[src/rtl/core/cts_pkg.sv]
// Shared types, constants and character-class functions for the C subset token scanner.
package cts_pkg;

  localparam int POSITION_WIDTH  = 16;
  localparam int KEYWORD_MAX_LEN = 8;
  localparam int KW_IDX_W        = $clog2(KEYWORD_MAX_LEN);
  localparam int KW_COUNT        = 14;

  localparam int RQ_DEPTH = 4;
  localparam int RQ_CNT_W = $clog2(RQ_DEPTH + 1);

  localparam logic [4:0] KIND_END     = 5'd0;
  localparam logic [4:0] KIND_NUMBER  = 5'd1;
  localparam logic [4:0] KIND_IDENT   = 5'd2;
  localparam logic [4:0] KIND_PUNCT   = 5'd3;
  localparam logic [4:0] KIND_INVALID = 5'd4;
  localparam logic [4:0] KIND_KW_BASE = 5'd5;

  localparam logic [7:0] CH_ZERO  = 8'h30;
  localparam logic [7:0] CH_NINE  = 8'h39;
  localparam logic [7:0] CH_UNDER = 8'h5F;
  localparam logic [7:0] CH_EQ    = 8'h3D;
  localparam logic [7:0] CH_MINUS = 8'h2D;
  localparam logic [7:0] CH_AMP   = 8'h26;
  localparam logic [7:0] CH_BAR   = 8'h7C;
  localparam logic [7:0] CH_BANG  = 8'h21;
  localparam logic [7:0] CH_GT    = 8'h3E;
  localparam logic [7:0] CH_SPACE = 8'h20;
  localparam logic [7:0] CH_TAB   = 8'h09;
  localparam logic [7:0] CH_CR    = 8'h0D;

  // Keyword text is right-aligned: the first character sits in the highest used byte.
  localparam logic [KEYWORD_MAX_LEN*8-1:0] KW_TEXT [KW_COUNT] = '{
    "if", "else", "while", "for", "switch", "case", "break",
    "continue", "return", "sizeof", "char", "short", "int", "struct"
  };
  localparam logic [3:0] KW_LEN [KW_COUNT] = '{
    4'd2, 4'd4, 4'd5, 4'd3, 4'd6, 4'd4, 4'd5, 4'd8, 4'd6, 4'd6, 4'd4, 4'd5, 4'd3, 4'd6
  };

  typedef enum logic [2:0] {
    MODE_IDLE,
    MODE_NUM_POS,
    MODE_NUM_NEG,
    MODE_IDENT,
    MODE_PEND
  } scan_mode_t;

  typedef logic [KEYWORD_MAX_LEN-1:0][7:0] kw_buf_t;

  typedef struct packed {
    logic [7:0] char_byte;
    logic       end_of_input;
  } byte_beat_t;

  typedef struct packed {
    logic [4:0]         token_kind;
    logic [15:0]        token_start;
    logic [15:0]        token_length;
    logic signed [63:0] number_value;
    logic [7:0]         punct_first;
    logic [7:0]         punct_second;
    logic               last_result;
  } token_beat_t;

  // Up to two result beats produced by one source byte.
  typedef struct packed {
    logic [1:0]  count;
    token_beat_t first;
    token_beat_t second;
  } step_t;

  function automatic logic is_digit(input logic [7:0] c);
    return (c >= CH_ZERO) && (c <= CH_NINE);
  endfunction

  function automatic logic is_alpha(input logic [7:0] c);
    return ((c >= 8'h61) && (c <= 8'h7A)) || ((c >= 8'h41) && (c <= 8'h5A));
  endfunction

  function automatic logic is_space(input logic [7:0] c);
    return (c == CH_SPACE) || ((c >= CH_TAB) && (c <= CH_CR));
  endfunction

  function automatic logic is_word(input logic [7:0] c);
    return is_alpha(c) || is_digit(c) || (c == CH_UNDER);
  endfunction

  function automatic logic is_pend_char(input logic [7:0] c);
    return (c == CH_EQ) || (c == CH_MINUS) || (c == CH_AMP) || (c == CH_BAR) ||
           (c == CH_BANG);
  endfunction

  function automatic logic is_pair(input logic [7:0] p, input logic [7:0] c);
    return ((p == CH_EQ) && (c == CH_EQ)) || ((p == CH_MINUS) && (c == CH_GT)) ||
           ((p == CH_AMP) && (c == CH_AMP)) || ((p == CH_BAR) && (c == CH_BAR)) ||
           ((p == CH_BANG) && (c == CH_EQ));
  endfunction

  function automatic logic [4:0] word_kind(input kw_buf_t buffer, input logic [15:0] len);
    logic [4:0]                   kind;
    logic                         hit;
    logic [KEYWORD_MAX_LEN*8-1:0] text;
    kind = KIND_IDENT;
    if (len <= 16'(KEYWORD_MAX_LEN)) begin
      for (int i = 0; i < KW_COUNT; i++) begin
        hit = (len == 16'(KW_LEN[i]));
        // Move the text up so that its first character sits in the top byte.
        text = KW_TEXT[i] << (8 * (KEYWORD_MAX_LEN - int'(KW_LEN[i])));
        for (int k = 0; k < KEYWORD_MAX_LEN; k++) begin
          if ((k < int'(KW_LEN[i])) &&
              (buffer[k] != text[(KEYWORD_MAX_LEN - 1 - k) * 8 +: 8])) begin
            hit = 1'b0;
          end
        end
        if (hit) begin
          kind = 5'(KIND_KW_BASE + 5'(i));
        end
      end
    end
    return kind;
  endfunction

endpackage

[src/rtl/core/cts_scan_core.sv]
// Scanner state registers and the per-byte classify and accumulate step.
module cts_scan_core (
  input  logic                clk,
  input  logic                rst,
  input  logic                accept,
  input  cts_pkg::byte_beat_t beat,
  output cts_pkg::step_t      step
);

  cts_pkg::scan_mode_t                  mode, mode_next;
  logic [cts_pkg::POSITION_WIDTH-1:0]   position, position_next;
  logic [cts_pkg::POSITION_WIDTH-1:0]   start_offset, start_offset_next;
  logic [15:0]                          run_length, run_length_next;
  logic [63:0]                          accumulator, accumulator_next;
  cts_pkg::kw_buf_t                     kw_buffer, kw_buffer_next;
  logic [7:0]                           pending_byte, pending_byte_next;

  logic [7:0]           c;
  logic [63:0]          digit;
  logic [15:0]          run_grown;
  logic                 flush_valid;
  logic                 second_valid;
  logic                 first_valid;
  logic                 do_start;
  cts_pkg::token_beat_t flush_tok;
  cts_pkg::token_beat_t second_tok;

  assign c = beat.char_byte;
  // The digits sit at 0x30..0x39, so the low nibble is the digit value.
  assign digit = 64'(c[3:0]);
  assign run_grown = (run_length != 16'hFFFF) ? run_length + 16'd1 : run_length;

  always_comb begin
    flush_tok = '0;
    flush_valid = 1'b0;
    flush_tok.token_start = 16'(start_offset);
    flush_tok.token_length = run_length;
    case (mode)
      cts_pkg::MODE_NUM_POS: begin
        flush_valid = 1'b1;
        flush_tok.token_kind = cts_pkg::KIND_NUMBER;
        flush_tok.number_value = $signed(accumulator);
      end
      cts_pkg::MODE_NUM_NEG: begin
        flush_valid = 1'b1;
        flush_tok.token_kind = cts_pkg::KIND_NUMBER;
        flush_tok.number_value = $signed(64'd0 - accumulator);
      end
      cts_pkg::MODE_IDENT: begin
        flush_valid = 1'b1;
        flush_tok.token_kind = cts_pkg::word_kind(kw_buffer, run_length);
      end
      cts_pkg::MODE_PEND: begin
        flush_valid = 1'b1;
        flush_tok.token_kind = (pending_byte == cts_pkg::CH_BAR) ? cts_pkg::KIND_INVALID
                                                                 : cts_pkg::KIND_PUNCT;
        flush_tok.token_length = 16'd1;
        flush_tok.punct_first = pending_byte;
      end
      default: begin
        flush_valid = 1'b0;
      end
    endcase
  end

  always_comb begin
    mode_next = mode;
    position_next = position + 1'b1;
    start_offset_next = start_offset;
    run_length_next = run_length;
    accumulator_next = accumulator;
    kw_buffer_next = kw_buffer;
    pending_byte_next = pending_byte;
    second_tok = '0;
    second_valid = 1'b0;
    first_valid = 1'b0;
    do_start = 1'b0;

    if (beat.end_of_input) begin
      first_valid = flush_valid;
      second_valid = 1'b1;
      second_tok.token_kind = cts_pkg::KIND_END;
      second_tok.token_start = 16'(position);
      mode_next = cts_pkg::MODE_IDLE;
      position_next = '0;
      start_offset_next = '0;
      run_length_next = '0;
      accumulator_next = '0;
      pending_byte_next = '0;
    end else begin
      case (mode)
        cts_pkg::MODE_NUM_POS, cts_pkg::MODE_NUM_NEG: begin
          if (cts_pkg::is_digit(c)) begin
            accumulator_next = (accumulator << 3) + (accumulator << 1) + digit;
            run_length_next = run_grown;
          end else begin
            first_valid = 1'b1;
            do_start = 1'b1;
          end
        end
        cts_pkg::MODE_IDENT: begin
          if (cts_pkg::is_word(c)) begin
            if (run_length < 16'(cts_pkg::KEYWORD_MAX_LEN)) begin
              kw_buffer_next[run_length[cts_pkg::KW_IDX_W-1:0]] = c;
            end
            run_length_next = run_grown;
          end else begin
            first_valid = 1'b1;
            do_start = 1'b1;
          end
        end
        cts_pkg::MODE_PEND: begin
          if (cts_pkg::is_pair(pending_byte, c)) begin
            second_valid = 1'b1;
            second_tok.token_kind = cts_pkg::KIND_PUNCT;
            second_tok.token_start = 16'(start_offset);
            second_tok.token_length = 16'd2;
            second_tok.punct_first = pending_byte;
            second_tok.punct_second = c;
            mode_next = cts_pkg::MODE_IDLE;
          end else if ((pending_byte == cts_pkg::CH_MINUS) && cts_pkg::is_digit(c)) begin
            mode_next = cts_pkg::MODE_NUM_NEG;
            accumulator_next = digit;
            run_length_next = 16'd2;
          end else begin
            first_valid = 1'b1;
            do_start = 1'b1;
          end
        end
        default: begin
          do_start = 1'b1;
        end
      endcase

      if (do_start) begin
        mode_next = cts_pkg::MODE_IDLE;
        if (!cts_pkg::is_space(c)) begin
          start_offset_next = position;
          run_length_next = 16'd1;
          if (cts_pkg::is_digit(c)) begin
            mode_next = cts_pkg::MODE_NUM_POS;
            accumulator_next = digit;
          end else if (cts_pkg::is_alpha(c) || (c == cts_pkg::CH_UNDER)) begin
            mode_next = cts_pkg::MODE_IDENT;
            kw_buffer_next[0] = c;
          end else if (cts_pkg::is_pend_char(c)) begin
            mode_next = cts_pkg::MODE_PEND;
            pending_byte_next = c;
          end else begin
            second_valid = 1'b1;
            second_tok.token_start = 16'(position);
            second_tok.token_length = 16'd1;
            second_tok.punct_first = c;
            case (c)
              8'h2B, 8'h2A, 8'h2F, 8'h28, 8'h25, 8'h29, 8'h7B, 8'h7D, 8'h3B, 8'h2C,
              8'h2E: begin
                second_tok.token_kind = cts_pkg::KIND_PUNCT;
              end
              default: begin
                second_tok.token_kind = cts_pkg::KIND_INVALID;
              end
            endcase
          end
        end
      end
    end
  end

  // The final beat of a byte carries the last flag; the flushed token goes first.
  always_comb begin
    step = '0;
    step.count = 2'(first_valid) + 2'(second_valid);
    if (first_valid) begin
      step.first = flush_tok;
      step.first.last_result = !second_valid;
      step.second = second_tok;
      step.second.last_result = 1'b1;
    end else begin
      step.first = second_tok;
      step.first.last_result = 1'b1;
    end
  end

  always_ff @(posedge clk) begin
    if (rst) begin
      mode <= cts_pkg::MODE_IDLE;
      position <= '0;
      start_offset <= '0;
      run_length <= '0;
      accumulator <= '0;
      pending_byte <= '0;
    end else if (accept) begin
      mode <= mode_next;
      position <= position_next;
      start_offset <= start_offset_next;
      run_length <= run_length_next;
      accumulator <= accumulator_next;
      pending_byte <= pending_byte_next;
    end
  end

  always_ff @(posedge clk) begin
    if (accept) begin
      kw_buffer <= kw_buffer_next;
    end
  end

endmodule

[src/rtl/core/cts_result_queue.sv]
// Small shifting result queue that takes up to two beats per cycle and sends one unless stalled.
module cts_result_queue (
  input  logic                 clk,
  input  logic                 rst,
  input  logic                 push,
  input  cts_pkg::step_t       step,
  output logic                 almost_full,
  output logic                 valid,
  input  logic                 stall,
  output cts_pkg::token_beat_t head
);

  cts_pkg::token_beat_t         slot [cts_pkg::RQ_DEPTH];
  cts_pkg::token_beat_t         slot_next [cts_pkg::RQ_DEPTH];
  logic [cts_pkg::RQ_CNT_W-1:0] count, count_next;
  logic [cts_pkg::RQ_CNT_W-1:0] base;
  logic [cts_pkg::RQ_CNT_W-1:0] added;
  logic                         pop;

  assign valid = (count != '0);
  assign head = slot[0];
  assign pop = valid && !stall;
  // Room for two beats must remain so that any byte can be taken.
  assign almost_full = (count > cts_pkg::RQ_CNT_W'(cts_pkg::RQ_DEPTH - 2));

  assign base = count - cts_pkg::RQ_CNT_W'(pop);
  assign added = push ? cts_pkg::RQ_CNT_W'(step.count) : '0;
  assign count_next = base + added;

  always_comb begin
    for (int i = 0; i < cts_pkg::RQ_DEPTH; i++) begin
      slot_next[i] = slot[i];
    end
    if (pop) begin
      for (int i = 0; i < cts_pkg::RQ_DEPTH - 1; i++) begin
        slot_next[i] = slot[i + 1];
      end
    end
    for (int i = 0; i < cts_pkg::RQ_DEPTH; i++) begin
      if ((added != '0) && (cts_pkg::RQ_CNT_W'(i) == base)) begin
        slot_next[i] = step.first;
      end
      if ((added == cts_pkg::RQ_CNT_W'(2)) &&
          (cts_pkg::RQ_CNT_W'(i) == base + cts_pkg::RQ_CNT_W'(1))) begin
        slot_next[i] = step.second;
      end
    end
  end

  always_ff @(posedge clk) begin
    if (rst) begin
      count <= '0;
    end else begin
      count <= count_next;
    end
  end

  always_ff @(posedge clk) begin
    for (int i = 0; i < cts_pkg::RQ_DEPTH; i++) begin
      slot[i] <= slot_next[i];
    end
  end

endmodule

[src/rtl/core/c_subset_token_scanner_unit.sv]
// Top level of the C subset token scanner: scan core feeding the result queue.
// The beats caused by a byte are registered in the queue before they leave it.
// Most tokens close only when the following byte arrives, so they come one byte late.
// Throughput: one byte per cycle; up to two result beats per byte, one sent per cycle
// unless token_stall is set; the input stalls while the four-entry result queue holds
// three or more beats. Reset clears the scanner state and empties the queue at once.
module c_subset_token_scanner_unit (
  input  logic                 clk,
  input  logic                 rst,
  input  logic                 byte_valid,
  output logic                 byte_stall,
  input  cts_pkg::byte_beat_t  byte_data,
  output logic                 token_valid,
  input  logic                 token_stall,
  output cts_pkg::token_beat_t token_data
);

  logic           accept;
  cts_pkg::step_t step;

  assign accept = byte_valid && !byte_stall;

  cts_scan_core u_core (
    .clk    (clk),
    .rst    (rst),
    .accept (accept),
    .beat   (byte_data),
    .step   (step)
  );

  cts_result_queue u_queue (
    .clk         (clk),
    .rst         (rst),
    .push        (accept),
    .step        (step),
    .almost_full (byte_stall),
    .valid       (token_valid),
    .stall       (token_stall),
    .head        (token_data)
  );

endmodule

[config.mk]
export PLATFORM = sky130hd
export DESIGN_NAME = c_subset_token_scanner_unit
export DESIGN_NICKNAME = d
export VERILOG_FILES = /design/src/rtl/core/cts_pkg.sv /design/src/rtl/core/cts_scan_core.sv /design/src/rtl/core/cts_result_queue.sv /design/src/rtl/core/c_subset_token_scanner_unit.sv
export SDC_FILE = /design/constraint.sdc
export NUM_CORES = 2
export LEC_CHECK = 0
export BUFFER_PORTS_ARGS = -buffer_cell sky130_fd_sc_hd__buf_2
export CAP_MARGIN = 15
export CORE_ASPECT_RATIO = 1.75
export CORE_MARGIN = 3
export CORE_UTILIZATION = 35
export DETAILED_ROUTE_END_ITERATION = 16
export GPL_TIMING_DRIVEN = 0
export PLACE_DENSITY = 0.47
export SETUP_SLACK_MARGIN = 0.4
export SYNTH_ARGS = -nofsm -noshare
export SYNTH_HDL_FRONTEND = slang
export SYNTH_HIERARCHICAL = 1
export SYNTH_SLANG_ARGS = --single-unit
[constraint.sdc]
create_clock -name clk -period 19.3 [get_ports clk]
set_input_delay 5.79 -clock clk [delete_from_list [all_inputs] [get_ports clk]]
set_output_delay 5.79 -clock clk [all_outputs]
set_load 0.005 [all_outputs]
==> results.sh <==
export IMPL_status="finished clean"
export IMPL_fin_nets=5246
export IMPL_io_pins=133
export IMPL_syn_avg_cell_area_sq_um=9.27
export IMPL_slew_headroom_pct=9.40
export IMPL_drc=0
export IMPL_fin_ws_ps=6560
export IMPL_clockPowerShare_pct=22.7
export IMPL_synth_enable_flop_cells=536
export IMPL_routed_via_count=42492
export IMPL_dieArea_sq_mm=0.131
export IMPL_ir_drop_mv=0.119
export IMPL_yosys_register_bits=662
export IMPL_yosysUniqueCellTypes=92
export IMPL_dp_cells=6673
export IMPL_num_rows=172
export IMPL_grtUsageMet1_pct=31.7
export IMPL_crit_cells=26
export IMPL_hold_depth=2
export IMPL_syn_to_final_growth_pct=13.6
export IMPL_dp_hpwl_um=149000
export IMPL_grtUsageTotal_pct=29.3
export IMPL_finalHoldViolCount=0
export IMPL_p_seq_share_pct=34.0
export IMPL_power_frac_comb_pct=43.3
export IMPL_synth_warnings=6
export IMPL_rsz0062_at_grt="no"
export IMPL_die_h_um=476
export IMPL_grt_met2_usage_pct=51.4
export IMPL_period_minus_slack_ps=12740
export IMPL_switching_power_uw=3040
export IMPL_setup_viol=0
export IMPL_critPathSlowestCell="clkbuf_1"
export IMPL_yosysSeqAreaShare_pct=42.1
export IMPL_cpLargestDelayFamily="buffers and inverters"
export IMPL_cts_buffer_depth=3
export IMPL_crit_arrival_ps=13120
export IMPL_dominantRegCellSynth="edfxtp_1"
export IMPL_place_ws_ps=6010
export IMPL_drive_above_1_share_pct=12.1
export IMPL_cts_repair_resized=0
export IMPL_cpPeakStageDelay_ps=680
export IMPL_p_int_uw=3680
export IMPL_cts_sinks=662
export IMPL_post_cts_buffers=0
export IMPL_path_clk_slew_ps=60
export IMPL_max_freq_mhz=78.5
export IMPL_cts_max_level=3
export IMPL_grt_pass1_wl_um=283000
export IMPL_cts_hold_buffers=0
export IMPL_cts_tree="done"
export IMPL_busiest_layer="met2"
export IMPL_start_kind="input port"
export IMPL_fillCellCount=12703
export IMPL_setup_tns_ps=0
export IMPL_syn_inst=4771
export IMPL_hp_class="register to register"
export IMPL_cellLeakagePower_uw=0.0179
export IMPL_critical_path_required_ps=19680
export IMPL_via_per_inst=6.24
export IMPL_io_buffers=131
export IMPL_core_area_sq_mm=0.125
export IMPL_cap_viol_max_count=0
export IMPL_final_util_pct=40.1
export IMPL_drt_iter0_drc=4415
export IMPL_fin_skew_ps=36.6
export IMPL_path_buf_inv=15
export IMPL_end_kind="register"
export IMPL_cts_made_buffers=73
export IMPL_stdcell_count=6814
export IMPL_synthArstFlopShare_pct=0
export IMPL_grt_pass1_vias=41477
export IMPL_antenna_found_initial=1
export IMPL_reg2reg_depth=23
export IMPL_crit_fanout=11
export IMPL_slew_viol_final=0
export IMPL_drt_antenna_violating_nets=0
export IMPL_start_util_pct=35.3
export IMPL_tightest_slew_ps=1360
export IMPL_insertion_delay_ps=680
export IMPL_grt_overflow=0
export IMPL_grt_use_met3_pct=4.06
export IMPL_p_sw_share_pct=45.2
export IMPL_grt_start_max_net_pins=55
export IMPL_crit_top_cell="buf_6"
export IMPL_min_period_over_period_pct=66.0
export IMPL_crit_type="input port to register"
export IMPL_wl_per_cell_um=29.1
export IMPL_die_x_um=275
export IMPL_gp_congestion=0.983
export IMPL_wl_um=198000
export IMPL_p_per_area_mw_per_mm2=134
export IMPL_netlist_area_sq_mm=0.0442
export IMPL_cts_root_buf="clkbuf_16"
export IMPL_dr_pass1_iters=6
-- power groups by stage --
stage	Sequential (uW)	Combinational [uW]	Clock, uW
6_report	2280	2910	1520
2_1_floorplan	2340	1590	0
3_3_place_gp	2430	2710	0
4_1_cts	2280	2800	1570
3_5_place_dp	2310	2790	0
5_1_grt	2320	3050	1610
-- flip-flops by register name, indices dropped and copies added, names as in the netlist --
signal / count
u_queue/slot: 472
u_core/accumulator: 64
u_core/kw_buffer: 64
u_core/position: 16
u_core/run_length: 16
u_core/start_offset: 16
u_core/pending_byte: 8
u_core/mode: 3
u_queue/count: 3
-- final cells by class --
| class | count | area [sq um] | area share (%) |
|---|---|---|---|
| multi-input combinational | 3521 | 22900 | 45.7 |
| tap | 1653 | 2070 | 4.12 |
| inverter | 45 | 169 | 0.336 |
| clock inverter | 36 | 468 | 0.931 |
| timing repair buffer | 163 | 1060 | 2.10 |
| buffer | 632 | 2890 | 5.75 |
| sequential | 662 | 18600 | 37.0 |
| clock buffer | 99 | 2040 | 4.06 |
| antenna | 3 | 7.51 | 0.0149 |
-- cell families (layout without fill, tap and decap cells) --
kind of cell / Yosys count / count (layout) / share of synthesized area (%)
flip-flops: 662 / 662 / 42.1
AO/OA/AOI/OAI: 1442 / 1442 / 22.7
XOR/XNOR: 64 / 64 / 1.28
buffers and inverters: 677 / 975 / 6.91
other: 1 / 93 / 0.00848
multiplexers: 127 / 127 / 3.23
AND/OR/NAND/NOR: 1663 / 1663 / 19.9
adder cells (fa/ha/maj): 135 / 135 / 3.87
-- cell usage after synthesis (all sizes together) (120+ instances only) --
cell | number | area, sq um
nand3 | 412 | 2060
nor2 | 316 | 1190
mux2 | 125 | 1410
nor4 | 388 | 2480
o211a | 120 | 1200
edfxtp | 536 | 16100
dfxtp | 126 | 2520
o21ai | 120 | 604
buf | 237 | 1400
a21oi | 185 | 926
o31ai | 367 | 2760
nand2 | 197 | 744
a31oi | 378 | 2360
clkbuf | 395 | 1480
ha | 132 | 1650
-- metrics by stage --
step / instance area, sq um / hold slack [ps] / total power [uW]
6_report: 50300 / 478 / 6720
5_1_grt: 50300 / 491 / 6970
4_1_cts: 50200 / 475 / 6650
3_5_place_dp: 47700 / 467 / 5100
3_3_place_gp: 47300 / 464 / 5140
2_1_floorplan: 44600 / 444 / 3930
-- tightest hold or removal path, stage by stage (launching register included) --
cell and delay (ps):
dfxtp_1 330, nand2_1 60, a21oi_1 50
-- worst paths after layout --
check	start	endpoint	slack (ps)
max	byte_data[4]	u_queue/slot[3][43]	6560
min	u_core/start_offset[11]	u_core/start_offset[11]	480
max reg2reg	u_core/pending_byte[0]	u_queue/slot[3][43]	11830
min reg2reg	u_core/start_offset[11]	u_core/start_offset[11]	480
-- cells in the final DEF (no fill, tap or decap), types with 23 or more instances in the layout --
cell type / netlist / layout
mux2_2: 105 / 105
o21ai_0: 114 / 114
conb_1: 1 / 90
a21oi_1: 185 / 185
a22o_1: 43 / 43
clkbuf_16: 0 / 77
nor2_1: 316 / 316
inv_1: 43 / 43
xor2_1: 26 / 26
a31oi_1: 378 / 378
nand3_1: 412 / 409
buf_2: 117 / 250
edfxtp_1: 536 / 536
nor3_1: 81 / 80
or3_1: 32 / 32
o211a_1: 120 / 120
nand4_1: 35 / 35
nand4b_1: 32 / 32
nand2_1: 195 / 195
nand2b_1: 23 / 23
and2_1: 38 / 38
o31ai_1: 367 / 367
clkbuf_1: 395 / 413
buf_1: 25 / 25
dfxtp_1: 126 / 126
a22oi_1: 82 / 82
buf_4: 92 / 101
xnor2_1: 37 / 37
ha_1: 132 / 132
nor4_1: 383 / 382
a21o_1: 33 / 33
-- routing by layer --
metal	up-vias	part of all wire, %	routed length [um]
met5	-	0	0
met4	0	8.7	17300
met3	566	5.6	11100
met2	1931	50	99200
met1	20601	36	70600
li1	19394	-	-
(Power assumes the default switching activity.)
